[config.mk]
export PLATFORM = sky130hd
export DESIGN_NAME = sha256_byte_stream_hasher_unit_flat
export DESIGN_NICKNAME = d
export VERILOG_FILES = /design/src/rtl/core/shb_pkg.sv /design/src/rtl/core/shb_if.sv /design/src/rtl/core/sha256_byte_stream_hasher_unit.sv /design/src/flat_wrapper.sv
export VERILOG_INCLUDE_DIRS = /design/src /design/src/rtl/core
export SDC_FILE = /design/constraint.sdc
export NUM_CORES = 2
export LEC_CHECK = 0
export CAP_MARGIN = 20
export CORE_ASPECT_RATIO = 0.8
export CORE_MARGIN = 2
export CORE_UTILIZATION = 59
export DETAILED_ROUTE_END_ITERATION = 6
export DONT_BUFFER_PORTS = 1
export PLACE_DENSITY = 0.78
export SLEW_MARGIN = 20
export SYNTH_ARGS = -nofsm -noshare
export SYNTH_HDL_FRONTEND = slang
export SYNTH_SLANG_ARGS = --single-unit
[constraint.sdc]
create_clock -name clock -period 20.6 [get_ports clock]
set_clock_uncertainty 0.15 [all_clocks]
set_input_delay 1.03 -clock clock [delete_from_list [all_inputs] [get_ports clock]]
set_output_delay 1.03 -clock clock [all_outputs]
set_load 0.02 [all_outputs]
[src/rtl/core/sha256_byte_stream_hasher_unit_defines.svh]
// ----------------------------------------------------------------------------
// sha256_byte_stream_hasher_unit_defines
// Assertion macros for the SHA-256 byte-stream hasher.
// ----------------------------------------------------------------------------
`ifndef SHA256_BYTE_STREAM_HASHER_UNIT_DEFINES_SVH
`define SHA256_BYTE_STREAM_HASHER_UNIT_DEFINES_SVH
// Check that a property holds on every rising clock edge outside reset.
`define SHB_ASSERT(label, clk, rst, prop, msg) \
   label: assert property (@(posedge clk) disable iff (rst) (prop)) else $error(msg);
// Check a property that must also hold during reset.
`define SHB_ASSERT_ALWAYS(label, clk, prop, msg) \
   label: assert property (@(posedge clk) (prop)) else $error(msg);
`endif

[src/rtl/core/shb_pkg.sv]
// ----------------------------------------------------------------------------
// shb_pkg
// Types, constants and round functions of the SHA-256 byte-stream hasher.
// ----------------------------------------------------------------------------
package shb_pkg;

   localparam int unsigned BlockWords = 16;
   localparam int unsigned Rounds     = 64;
   localparam int unsigned HashWords  = 8;
   localparam logic [7:0]  PadMark    = 8'h80;
   localparam logic [5:0]  LenPos     = 6'd56;
   localparam logic        ActData    = 1'b0;
   localparam logic        ActFinish  = 1'b1;

   typedef enum logic [2:0] {
      ST_IDLE,
      ST_SCHED,
      ST_ROUND,
      ST_FOLD,
      ST_PAD,
      ST_EMIT
   } state_type;

   localparam logic [31:0] RoundK [Rounds] = '{
      32'h428a2f98, 32'h71374491, 32'hb5c0fbcf, 32'he9b5dba5,
      32'h3956c25b, 32'h59f111f1, 32'h923f82a4, 32'hab1c5ed5,
      32'hd807aa98, 32'h12835b01, 32'h243185be, 32'h550c7dc3,
      32'h72be5d74, 32'h80deb1fe, 32'h9bdc06a7, 32'hc19bf174,
      32'he49b69c1, 32'hefbe4786, 32'h0fc19dc6, 32'h240ca1cc,
      32'h2de92c6f, 32'h4a7484aa, 32'h5cb0a9dc, 32'h76f988da,
      32'h983e5152, 32'ha831c66d, 32'hb00327c8, 32'hbf597fc7,
      32'hc6e00bf3, 32'hd5a79147, 32'h06ca6351, 32'h14292967,
      32'h27b70a85, 32'h2e1b2138, 32'h4d2c6dfc, 32'h53380d13,
      32'h650a7354, 32'h766a0abb, 32'h81c2c92e, 32'h92722c85,
      32'ha2bfe8a1, 32'ha81a664b, 32'hc24b8b70, 32'hc76c51a3,
      32'hd192e819, 32'hd6990624, 32'hf40e3585, 32'h106aa070,
      32'h19a4c116, 32'h1e376c08, 32'h2748774c, 32'h34b0bcb5,
      32'h391c0cb3, 32'h4ed8aa4a, 32'h5b9cca4f, 32'h682e6ff3,
      32'h748f82ee, 32'h78a5636f, 32'h84c87814, 32'h8cc70208,
      32'h90befffa, 32'ha4506ceb, 32'hbef9a3f7, 32'hc67178f2
   };

   localparam logic [31:0] InitH [HashWords] = '{
      32'h6a09e667, 32'hbb67ae85, 32'h3c6ef372, 32'ha54ff53a,
      32'h510e527f, 32'h9b05688c, 32'h1f83d9ab, 32'h5be0cd19
   };

   function automatic logic [31:0] rotr(input logic [31:0] x, input int unsigned n);
      rotr = (x >> n) | (x << (32 - n));
   endfunction

   function automatic logic [31:0] small_s0(input logic [31:0] x);
      small_s0 = rotr(x, 7) ^ rotr(x, 18) ^ (x >> 3);
   endfunction

   function automatic logic [31:0] small_s1(input logic [31:0] x);
      small_s1 = rotr(x, 17) ^ rotr(x, 19) ^ (x >> 10);
   endfunction

   function automatic logic [31:0] big_s0(input logic [31:0] x);
      big_s0 = rotr(x, 2) ^ rotr(x, 13) ^ rotr(x, 22);
   endfunction

   function automatic logic [31:0] big_s1(input logic [31:0] x);
      big_s1 = rotr(x, 6) ^ rotr(x, 11) ^ rotr(x, 25);
   endfunction

endpackage

[src/rtl/core/shb_if.sv]
// ----------------------------------------------------------------------------
// shb_req_if / shb_rsp_if
// Valid/ready channels for message beats and digest beats.
// ----------------------------------------------------------------------------
interface shb_req_if;
   logic       valid;
   logic       ready;
   logic       action;
   logic [7:0] data_byte;
   modport source (output valid, action, data_byte, input ready);
   modport sink   (input valid, action, data_byte, output ready);
endinterface

interface shb_rsp_if;
   logic        valid;
   logic        ready;
   logic [31:0] digest_word;
   logic [2:0]  word_index;
   logic        last_word;
   modport source (output valid, digest_word, word_index, last_word, input ready);
   modport sink   (input valid, digest_word, word_index, last_word, output ready);
endinterface

[src/rtl/core/sha256_byte_stream_hasher_unit.sv]
// ----------------------------------------------------------------------------
// sha256_byte_stream_hasher_unit
// SHA-256 over a byte stream with padding, length and digest output.
// ----------------------------------------------------------------------------
// channel   dir  beat
// req       in   action, data_byte   (one message byte or a finish)
// rsp       out  digest_word, word_index, last_word (eight beats per finish)
//
// A data byte is absorbed when taken; the 64th byte of a block then runs the schedule,
// round and fold states, all through one shared round datapath.
// Finish feeds 9 to 72 padding bytes through the data byte path at one a cycle
// outside compressions, plus one or two compressions, then 8 digest beats, each held until taken.
// Reset restores the initial hash and clears counters; req is held off while
// a block compresses, padding runs or digest beats are pending.
// ----------------------------------------------------------------------------
`include "sha256_byte_stream_hasher_unit_defines.svh"

module sha256_byte_stream_hasher_unit (
   input logic clock,
   input logic reset,
   shb_req_if.sink   req,
   shb_rsp_if.source rsp
);

   shb_pkg::state_type state_ff, state_in;
   logic [31:0] hash_ff [8];
   logic [31:0] w_ff [16];
   logic [31:0] av_ff [8];
   logic [31:0] partial_ff;
   logic [5:0]  bytes_ff;
   logic [63:0] bits_ff;
   logic [63:0] len_ff;
   logic [5:0]  cnt_ff;
   logic [3:0]  padn_ff;
   logic        padding_ff;
   logic        extra_ff;
   logic [2:0]  idx_ff;

   logic        absorb;
   logic [7:0]  abyte;
   logic        len_phase;
   logic        last_beat;
   logic [31:0] new_w, t1, t2;
   logic [5:0]  bsum;

   assign len_phase = padding_ff && !extra_ff && (bytes_ff >= shb_pkg::LenPos);
   assign last_beat = (state_ff == shb_pkg::ST_EMIT) && rsp.ready && (idx_ff == 3'd7);

   always_comb begin
      state_in = state_ff;
      absorb   = 1'b0;
      abyte    = 8'h00;
      case (state_ff)
         shb_pkg::ST_IDLE: begin
            if (req.valid) begin
               if (req.action == shb_pkg::ActData) begin
                  absorb = 1'b1;
                  abyte  = req.data_byte;
                  if (bytes_ff == 6'd63) state_in = shb_pkg::ST_SCHED;
               end else begin
                  state_in = shb_pkg::ST_PAD;
               end
            end
         end
         shb_pkg::ST_PAD: begin
            absorb = 1'b1;
            if (!padding_ff) abyte = shb_pkg::PadMark;
            else if (len_phase) abyte = len_ff[63:56];
            if (bytes_ff == 6'd63) state_in = shb_pkg::ST_SCHED;
         end
         shb_pkg::ST_SCHED: if (cnt_ff == 6'd47) state_in = shb_pkg::ST_ROUND;
         shb_pkg::ST_ROUND: if (cnt_ff == 6'd63) state_in = shb_pkg::ST_FOLD;
         shb_pkg::ST_FOLD:
            state_in = (padn_ff == 4'd8) ? shb_pkg::ST_EMIT :
                       (padding_ff ? shb_pkg::ST_PAD : shb_pkg::ST_IDLE);
         shb_pkg::ST_EMIT:
            if (rsp.ready && idx_ff == 3'd7) state_in = shb_pkg::ST_IDLE;
         default: state_in = shb_pkg::ST_IDLE;
      endcase
   end

   assign req.ready = (state_ff == shb_pkg::ST_IDLE);
   assign rsp.valid = (state_ff == shb_pkg::ST_EMIT);
   assign rsp.digest_word = hash_ff[idx_ff];
   assign rsp.word_index  = idx_ff;
   assign rsp.last_word   = (idx_ff == 3'd7);

   // Schedule: W[t] from a 16-deep shift line; rounds read and rotate it.
   assign new_w = shb_pkg::small_s1(w_ff[14]) + w_ff[9]
                + shb_pkg::small_s0(w_ff[1]) + w_ff[0];
   assign t1 = av_ff[7] + shb_pkg::big_s1(av_ff[4])
             + ((av_ff[4] & av_ff[5]) ^ (~av_ff[4] & av_ff[6]))
             + shb_pkg::RoundK[cnt_ff] + w_ff[0];
   assign t2 = shb_pkg::big_s0(av_ff[0])
             + ((av_ff[0] & av_ff[1]) ^ (av_ff[0] & av_ff[2]) ^ (av_ff[1] & av_ff[2]));
   assign bsum = bytes_ff + 6'd1;

   always_ff @(posedge clock) begin
      if (reset) state_ff <= shb_pkg::ST_IDLE;
      else       state_ff <= state_in;
   end

   always_ff @(posedge clock) begin
      if (reset || last_beat) begin
         for (int i = 0; i < 8; i++) hash_ff[i] <= shb_pkg::InitH[i];
         partial_ff <= 32'h0;
         bytes_ff   <= 6'd0;
         bits_ff    <= 64'd0;
         padn_ff    <= 4'd0;
         padding_ff <= 1'b0;
         extra_ff   <= 1'b0;
         idx_ff     <= 3'd0;
         cnt_ff     <= 6'd0;
      end else begin
         if (absorb) begin
            bytes_ff <= bsum;
            if (bsum[1:0] == 2'b00) begin
               for (int i = 0; i < 15; i++) w_ff[i] <= w_ff[i+1];
               w_ff[15]   <= {partial_ff[23:0], abyte};
               partial_ff <= 32'h0;
            end else begin
               partial_ff <= {partial_ff[23:0], abyte};
            end
         end
         if (state_in == shb_pkg::ST_SCHED && state_ff != shb_pkg::ST_SCHED) begin
            cnt_ff <= 6'd0;
            for (int i = 0; i < 8; i++) av_ff[i] <= hash_ff[i];
         end
         case (state_ff)
            shb_pkg::ST_IDLE: begin
               if (req.valid) begin
                  if (req.action == shb_pkg::ActData) bits_ff <= bits_ff + 64'd8;
                  else len_ff <= bits_ff;
               end
            end
            shb_pkg::ST_PAD: begin
               padding_ff <= 1'b1;
               if (!padding_ff)
                  extra_ff <= (bytes_ff >= shb_pkg::LenPos) && (bytes_ff != 6'd63);
               else if (bytes_ff == 6'd63)
                  extra_ff <= 1'b0;
               if (len_phase) begin
                  padn_ff <= padn_ff + 4'd1;
                  len_ff  <= {len_ff[55:0], 8'h00};
               end
            end
            shb_pkg::ST_SCHED: begin
               // Hold the window; rounds extend it on the fly.
               cnt_ff <= (cnt_ff == 6'd47) ? 6'd0 : cnt_ff + 6'd1;
            end
            shb_pkg::ST_ROUND: begin
               cnt_ff <= cnt_ff + 6'd1;
               av_ff[7] <= av_ff[6]; av_ff[6] <= av_ff[5]; av_ff[5] <= av_ff[4];
               av_ff[4] <= av_ff[3] + t1;
               av_ff[3] <= av_ff[2]; av_ff[2] <= av_ff[1]; av_ff[1] <= av_ff[0];
               av_ff[0] <= t1 + t2;
               for (int i = 0; i < 15; i++) w_ff[i] <= w_ff[i+1];
               w_ff[15] <= new_w;
            end
            shb_pkg::ST_FOLD: begin
               for (int i = 0; i < 8; i++) hash_ff[i] <= hash_ff[i] + av_ff[i];
            end
            shb_pkg::ST_EMIT: begin
               if (rsp.ready) idx_ff <= idx_ff + 3'd1;
            end
            default: ;
         endcase
      end
   end

   `SHB_ASSERT(a_no_req_busy, clock, reset, (state_ff != shb_pkg::ST_IDLE) |-> !req.ready, "req ready while busy")
   `SHB_ASSERT(a_emit_word_zero, clock, reset, $rose(rsp.valid) |-> (rsp.word_index == 3'd0), "digest did not start at word 0")
   `SHB_ASSERT(a_last_to_idle, clock, reset, (rsp.valid && rsp.ready && rsp.last_word) |=> req.ready, "not idle after last digest beat")

endmodule
[src/flat_wrapper.sv]
// flat-port wrapper written by rule: the top's interface ports become plain ports
module sha256_byte_stream_hasher_unit_flat 
  (clock, reset, req_valid, req_action, req_data_byte, req_ready, rsp_valid, rsp_digest_word, rsp_word_index, rsp_last_word, rsp_ready);
  shb_req_if req_i ();
  shb_rsp_if rsp_i ();
  input logic clock;
  input logic reset;
  input wire logic [$bits(req_i.valid)-1:0] req_valid;
  input wire logic [$bits(req_i.action)-1:0] req_action;
  input wire logic [$bits(req_i.data_byte)-1:0] req_data_byte;
  output wire logic [$bits(req_i.ready)-1:0] req_ready;
  output wire logic [$bits(rsp_i.valid)-1:0] rsp_valid;
  output wire logic [$bits(rsp_i.digest_word)-1:0] rsp_digest_word;
  output wire logic [$bits(rsp_i.word_index)-1:0] rsp_word_index;
  output wire logic [$bits(rsp_i.last_word)-1:0] rsp_last_word;
  input wire logic [$bits(rsp_i.ready)-1:0] rsp_ready;
  assign req_i.valid = req_valid;
  assign req_i.action = req_action;
  assign req_i.data_byte = req_data_byte;
  assign req_ready = req_i.ready;
  assign rsp_valid = rsp_i.valid;
  assign rsp_digest_word = rsp_i.digest_word;
  assign rsp_word_index = rsp_i.word_index;
  assign rsp_last_word = rsp_i.last_word;
  assign rsp_i.ready = rsp_ready;
  sha256_byte_stream_hasher_unit u_core (.clock(clock), .reset(reset), .req(req_i), .rsp(rsp_i));
endmodule
Yosys cells after proc, flatten, opt, wreduce, memory -nomap -nowiden
Memories as Yosys holds them, arrays and structs flattened. A register that Yosys moved wholly into a read port is not among the register bits. Cells that the tools add are included.

Register bits: 176. Bits in latches: 0. Bits in writable memories: 1024. ROM bits: 2048. Input port bits: 13. Output and inout bits: 38. Logic and storage cells: 214. Memories: 4.

Memories: (no name shown) (depth 64, bits a word 32, rd ports 1, clocked after Yosys merged registers in 0, wr ports 0, RTL line sha256_byte_stream_hasher_unit.sv:93) `+ shb_pkg::RoundK[cnt_ff] + w_ff[0];`; u_core.w_ff (depth 16, bits a word 32, rd ports 16, clocked after Yosys merged registers in 0, wr ports 16, RTL line sha256_byte_stream_hasher_unit.sv:27) `logic [31:0] w_ff [16];`; u_core.av_ff (depth 8, bits a word 32, rd ports 8, clocked after Yosys merged registers in 0, wr ports 8, RTL line sha256_byte_stream_hasher_unit.sv:28) `logic [31:0] av_ff [8];`; u_core.hash_ff (depth 8, bits a word 32, rd ports 9, clocked after Yosys merged registers in 1, wr ports 8, RTL line sha256_byte_stream_hasher_unit.sv:26) `logic [31:0] hash_ff [8];`.

Add/sub/neg operators: 23. Multiply operators: 0. Divide/modulo/power cells: 0. Order comparisons: 2. Eq/ne operators: 17. Shifts and indexed selects: 0. Mux-type cells: 78. Bitwise logic cells: 62. Reductions and logical operators: 18.

Operators by type and width (number): two-way mux 32 bit (34); adder 32 bit (18); bitwise XOR 32 bit (9); two-way mux 64 bit (3); bitwise AND 32 bit (5); case mux 64 bit (2 select lines) (1); adder 64 x 4 -> 64 bit, second input constant (1); two-way mux 8 bit (4); inverter 32 bit (1); OR 1 bit (32); OR 10 x 32 -> 32 bit (1); OR 13 x 32 -> 32 bit (1); OR 14 x 32 -> 32 bit (1); OR 15 x 32 -> 32 bit (1); OR 19 x 32 -> 32 bit (1); OR 21 x 32 -> 32 bit (1); OR 25 x 32 -> 32 bit (1); OR 26 x 32 -> 32 bit (1); OR 30 x 32 -> 32 bit (1); OR 7 x 32 -> 32 bit (1); bitwise XOR 32 x 22 -> 32 bit (1); bitwise XOR 32 x 29 -> 32 bit (1); two-way mux 3 bit (10); two-way mux 24 bit (1); other kinds (32) (69).

Longest topological paths before layout
Word-level depth: 11. Mapped depth: 39. Depth with buffers taken out: 37.

Worst setup path after synthesis
No wires, ideal clock.

Path type: reg-to-reg. From: register u_core.state_ff[1]. To: memory u_core.hash_ff[0][0] (enable). Library setup time: 1227 ps. Arrival time: 18547 ps. Required time: 19223 ps. Slack: 676 ps. Stages on the path, launching flop included: 4. Path buffers: 1. Clock period less this slack: 19924 ps. Cell sequence: dfxtp_1 > clkbuf_1 > nand2_1 > o21ai_0.

RTL lines: start: declaration (RTL line sha256_byte_stream_hasher_unit.sv:25) `shb_pkg::state_type state_ff, state_in;`; start signal: assignment (RTL line sha256_byte_stream_hasher_unit.sv:99) `if (reset) state_ff <= shb_pkg::ST_IDLE;`; start signal: assignment (RTL line sha256_byte_stream_hasher_unit.sv:100) `else state_ff <= state_in;`; end: declaration (RTL line sha256_byte_stream_hasher_unit.sv:26).

==> results.toml <==
[global_routing]
grt_max_degree = 192
grt_pass1_vias = 48007
grt_pass1_wl_mm = 309
grt_remaining_overflow = 0
grtUsageTotal_pct = 33.3
antenna_found_initial = 4

[cells_and_area]
final_layout_size_suffix_gt1_share_pct = 6.42
nets = 7041
num-fill-cells = 9360
syn_to_final_growth_pct = 7.35

[power_and_ir_drop]
p_leak_nw = 28.6
ir_drop_mv = 0.0770
powerDensity_nw_per_um2 = 65.4

[die]
num_rows = 114
dieArea_um2 = 124000
initial_core_util_pct = 59.4
die_x_um = 394
coreArea_um2 = 121000
top_level_ports = 51
die_h_um = 316

[placement]
globalplace.congestion = 0.999
hpwl_mm = 153
portBuffers = 0
pre_cts_ws_ps = 10330

[clocking]
cts_setup_buffers = 0
clkLatencyLatePin_ps = 800
hold_buffers = 0
cts_tree = "yes"
clk_path_buf_depth = 3
cts_buffers = 117
clock_sinks = 1197
cts_htree_levels = 3
cts_resized = 0
cts.clk_slew.worst_paths_ps = 70
root_buffer = "clkbuf_16"

[detailed_routing]
drc_errors = 2
wl_per_cell_um = 25.6
vias_per_cell = 6.32
drtIter0Drc = 6904
vias = 51568
antenna_left = 0
first_pass_iters = 7
routed_wl_mm = 209

[synth]
seq_area_frac_synth_pct = 48.5
yosysMostFrequentCell = "edfxtp_1"
ys_warn_count = 0
syn_avg_cell_area_um2 = 11.0
syn-instance-count = 6545
yosysTopAreaCellShare_pct = 45.4
synthTopCellsByCount = "1085 x edfxtp_1, 1018 x nand2_1, 427 x nor2_1, 400 x ha_1, 395 x xnor2_1"
netlist-cell-type-count = 86
synth_edf_count = 1085
mappedNetlistNets = 7153
synthTopCellsByArea = "edfxtp_1 45%, ha_1 7.0%, fa_1 5.4%"
async_flop_share_pct = 0
synthesis.area_um2 = 71800
synth_ff_type = "edfxtp_1"
ys_ff_latch = 1197
yosysTopAreaCell = "edfxtp_1"

[critical_path]
r2r_setup_slack_ps = 10070
crit_path_end = "u_core.av_ff[0][159]"
crit_path_frequent_cell = "a21oi_1"
crit_arrival_ps = 10890
worst-path-max-fanout = 23
required_ps = 20960
slowest_stage = "o41ai_1"
r2r-end = "u_core.av_ff[0][159]"
reg2reg_from = "u_core.cnt_ff[1]"
start_kind = "flip-flop"
cp-end-kind = "flip-flop"
cpPeakStageDelay_ps = 660
critPathLaunch = "u_core.cnt_ff[1]"
r2r_cells = 33
critPathKind = "reg2reg"

[sta]
slew_headroom_pct = 22.0
setup_ws_ps = 10070
fin_crit_sh_pct = 51.1
timing.hold.ws_ps = 155
slew_viol_final = 0
fin_tns_setup_ps = 0
period_needed_ps = 10530
fmax_ghz = 0.0949
rsz0062_at_grt = "false"
hold_violations = 0
tightestPinTransition_ps = 1160
setup_viol = 0

[worst_hold_path]
hold_path.class = "in2reg"

[run]
cap_viol_max_count = 0

[status]
violations = "DRC"
status = "finished with violations"
metrics by stage:
stage	std cells	power [mW]	util (%)	cell area, um^2
finish	8158	5.04	63.8	77000
global route	8156	5.18	63.8	77000
global placement	7938	2.95	60.7	73300
detailed placement	7938	2.96	60.7	73300
floorplan	6545	2.91	-	71800
CTS	8154	5.06	63.8	77000
final cells by class:
| class | count | area [um^2] | area share (%) |
|---|---|---|---|
| clock inverters | 64 | 658 | 0.854 |
| well taps | 1624 | 2030 | 2.64 |
| flip-flops and latches | 1197 | 34800 | 45.2 |
| repair buffers | 53 | 464 | 0.603 |
| clock buffers | 152 | 3080 | 4.00 |
| multi-input cells | 4789 | 34900 | 45.3 |
| diodes | 4 | 10.0 | 0.0130 |
| inverters | 275 | 1030 | 1.34 |
placed cells by master (no fill, tap or decap), drive strengths merged, types with 65 or more instances in the layout:
cell type,instances
edfxtp,1085
fa,195
inv,276
nand2,1018
nor2,427
a21oi,394
nand2b,77
o21a,65
xor2,218
nor3,92
o21ai,353
mux4,68
ha,400
clkbuf,152
dfxtp,112
xnor2,395
nand3,77
a21o,186
mux2,87
critical path: cells and delay by family (launching register included):
kind,cells,cell delay (ps)
fa+ha+maj,6,2640
xor+xnor,2,480
compound gates,17,4380
flops,1,310
simple gates,3,940
mux,1,260
buf+inv,4,1050
power breakdown:
group / internal [mW] / switching [mW]
clock network: 1.15 / 0.976
registers: 2.65 / 0.0222
logic: 0.0904 / 0.148
total: 3.89 / 1.15
registers in the layout, summed over array words and instances, names as in the netlist, named ones only:
name and flops:
u_core.extra_ff 1, u_core.rsp.word_index 3, u_core.padn_ff 4, u_core.av_ff 256, u_core.padding_ff 1, u_core.cnt_ff 6, u_core.w_ff 512, u_core.state_ff 3
u_core.bytes_ff 6, u_core.partial_ff 24, u_core.hash_ff 256, u_core.bits_ff 61, u_core.len_ff 61
cell families (layout without fill, tap and decap cells):
group,count (synthesis),in the layout,share of synthesized area (%)
compound gates,1378,1378,12.1
xor+xnor,614,614,7.51
fa+ha+maj,621,621,12.8
buf+inv,559,544,2.93
flops,1197,1197,48.5
mux,197,197,4.08
other cells,0,4,0
simple gates,1979,1979,12.1
per-layer routing:
| metal | part of all wire, % | GRT usage, % | vias up |
|---|---|---|---|
| li1 | - | - | 23253 |
| met1 | 45 | 52.6 | 25270 |
| met2 | 40 | 44.8 | 2765 |
| met3 | 13 | 9.65 | 274 |
| met4 | 2.1 | 7.35 | 6 |
| met5 | 0.047 | 0.372 | - |
worst min path at each step:
stage,startpoint,end,slack [ps],cells after the start
6_report,reset,u_core.state_ff[0],150,1
5_1_grt,reset,u_core.state_ff[0],110,1
4_1_cts,reset,u_core.state_ff[0],100,1
2_1_floorplan,u_core.w_ff[11][0],u_core.w_ff[10][0],250,0
3_3_place_gp,u_core.w_ff[13][6],u_core.w_ff[12][6],250,0
3_5_place_dp,u_core.w_ff[11][11],u_core.w_ff[10][11],250,0
Note: power is estimated with default switching activity, not from simulation.
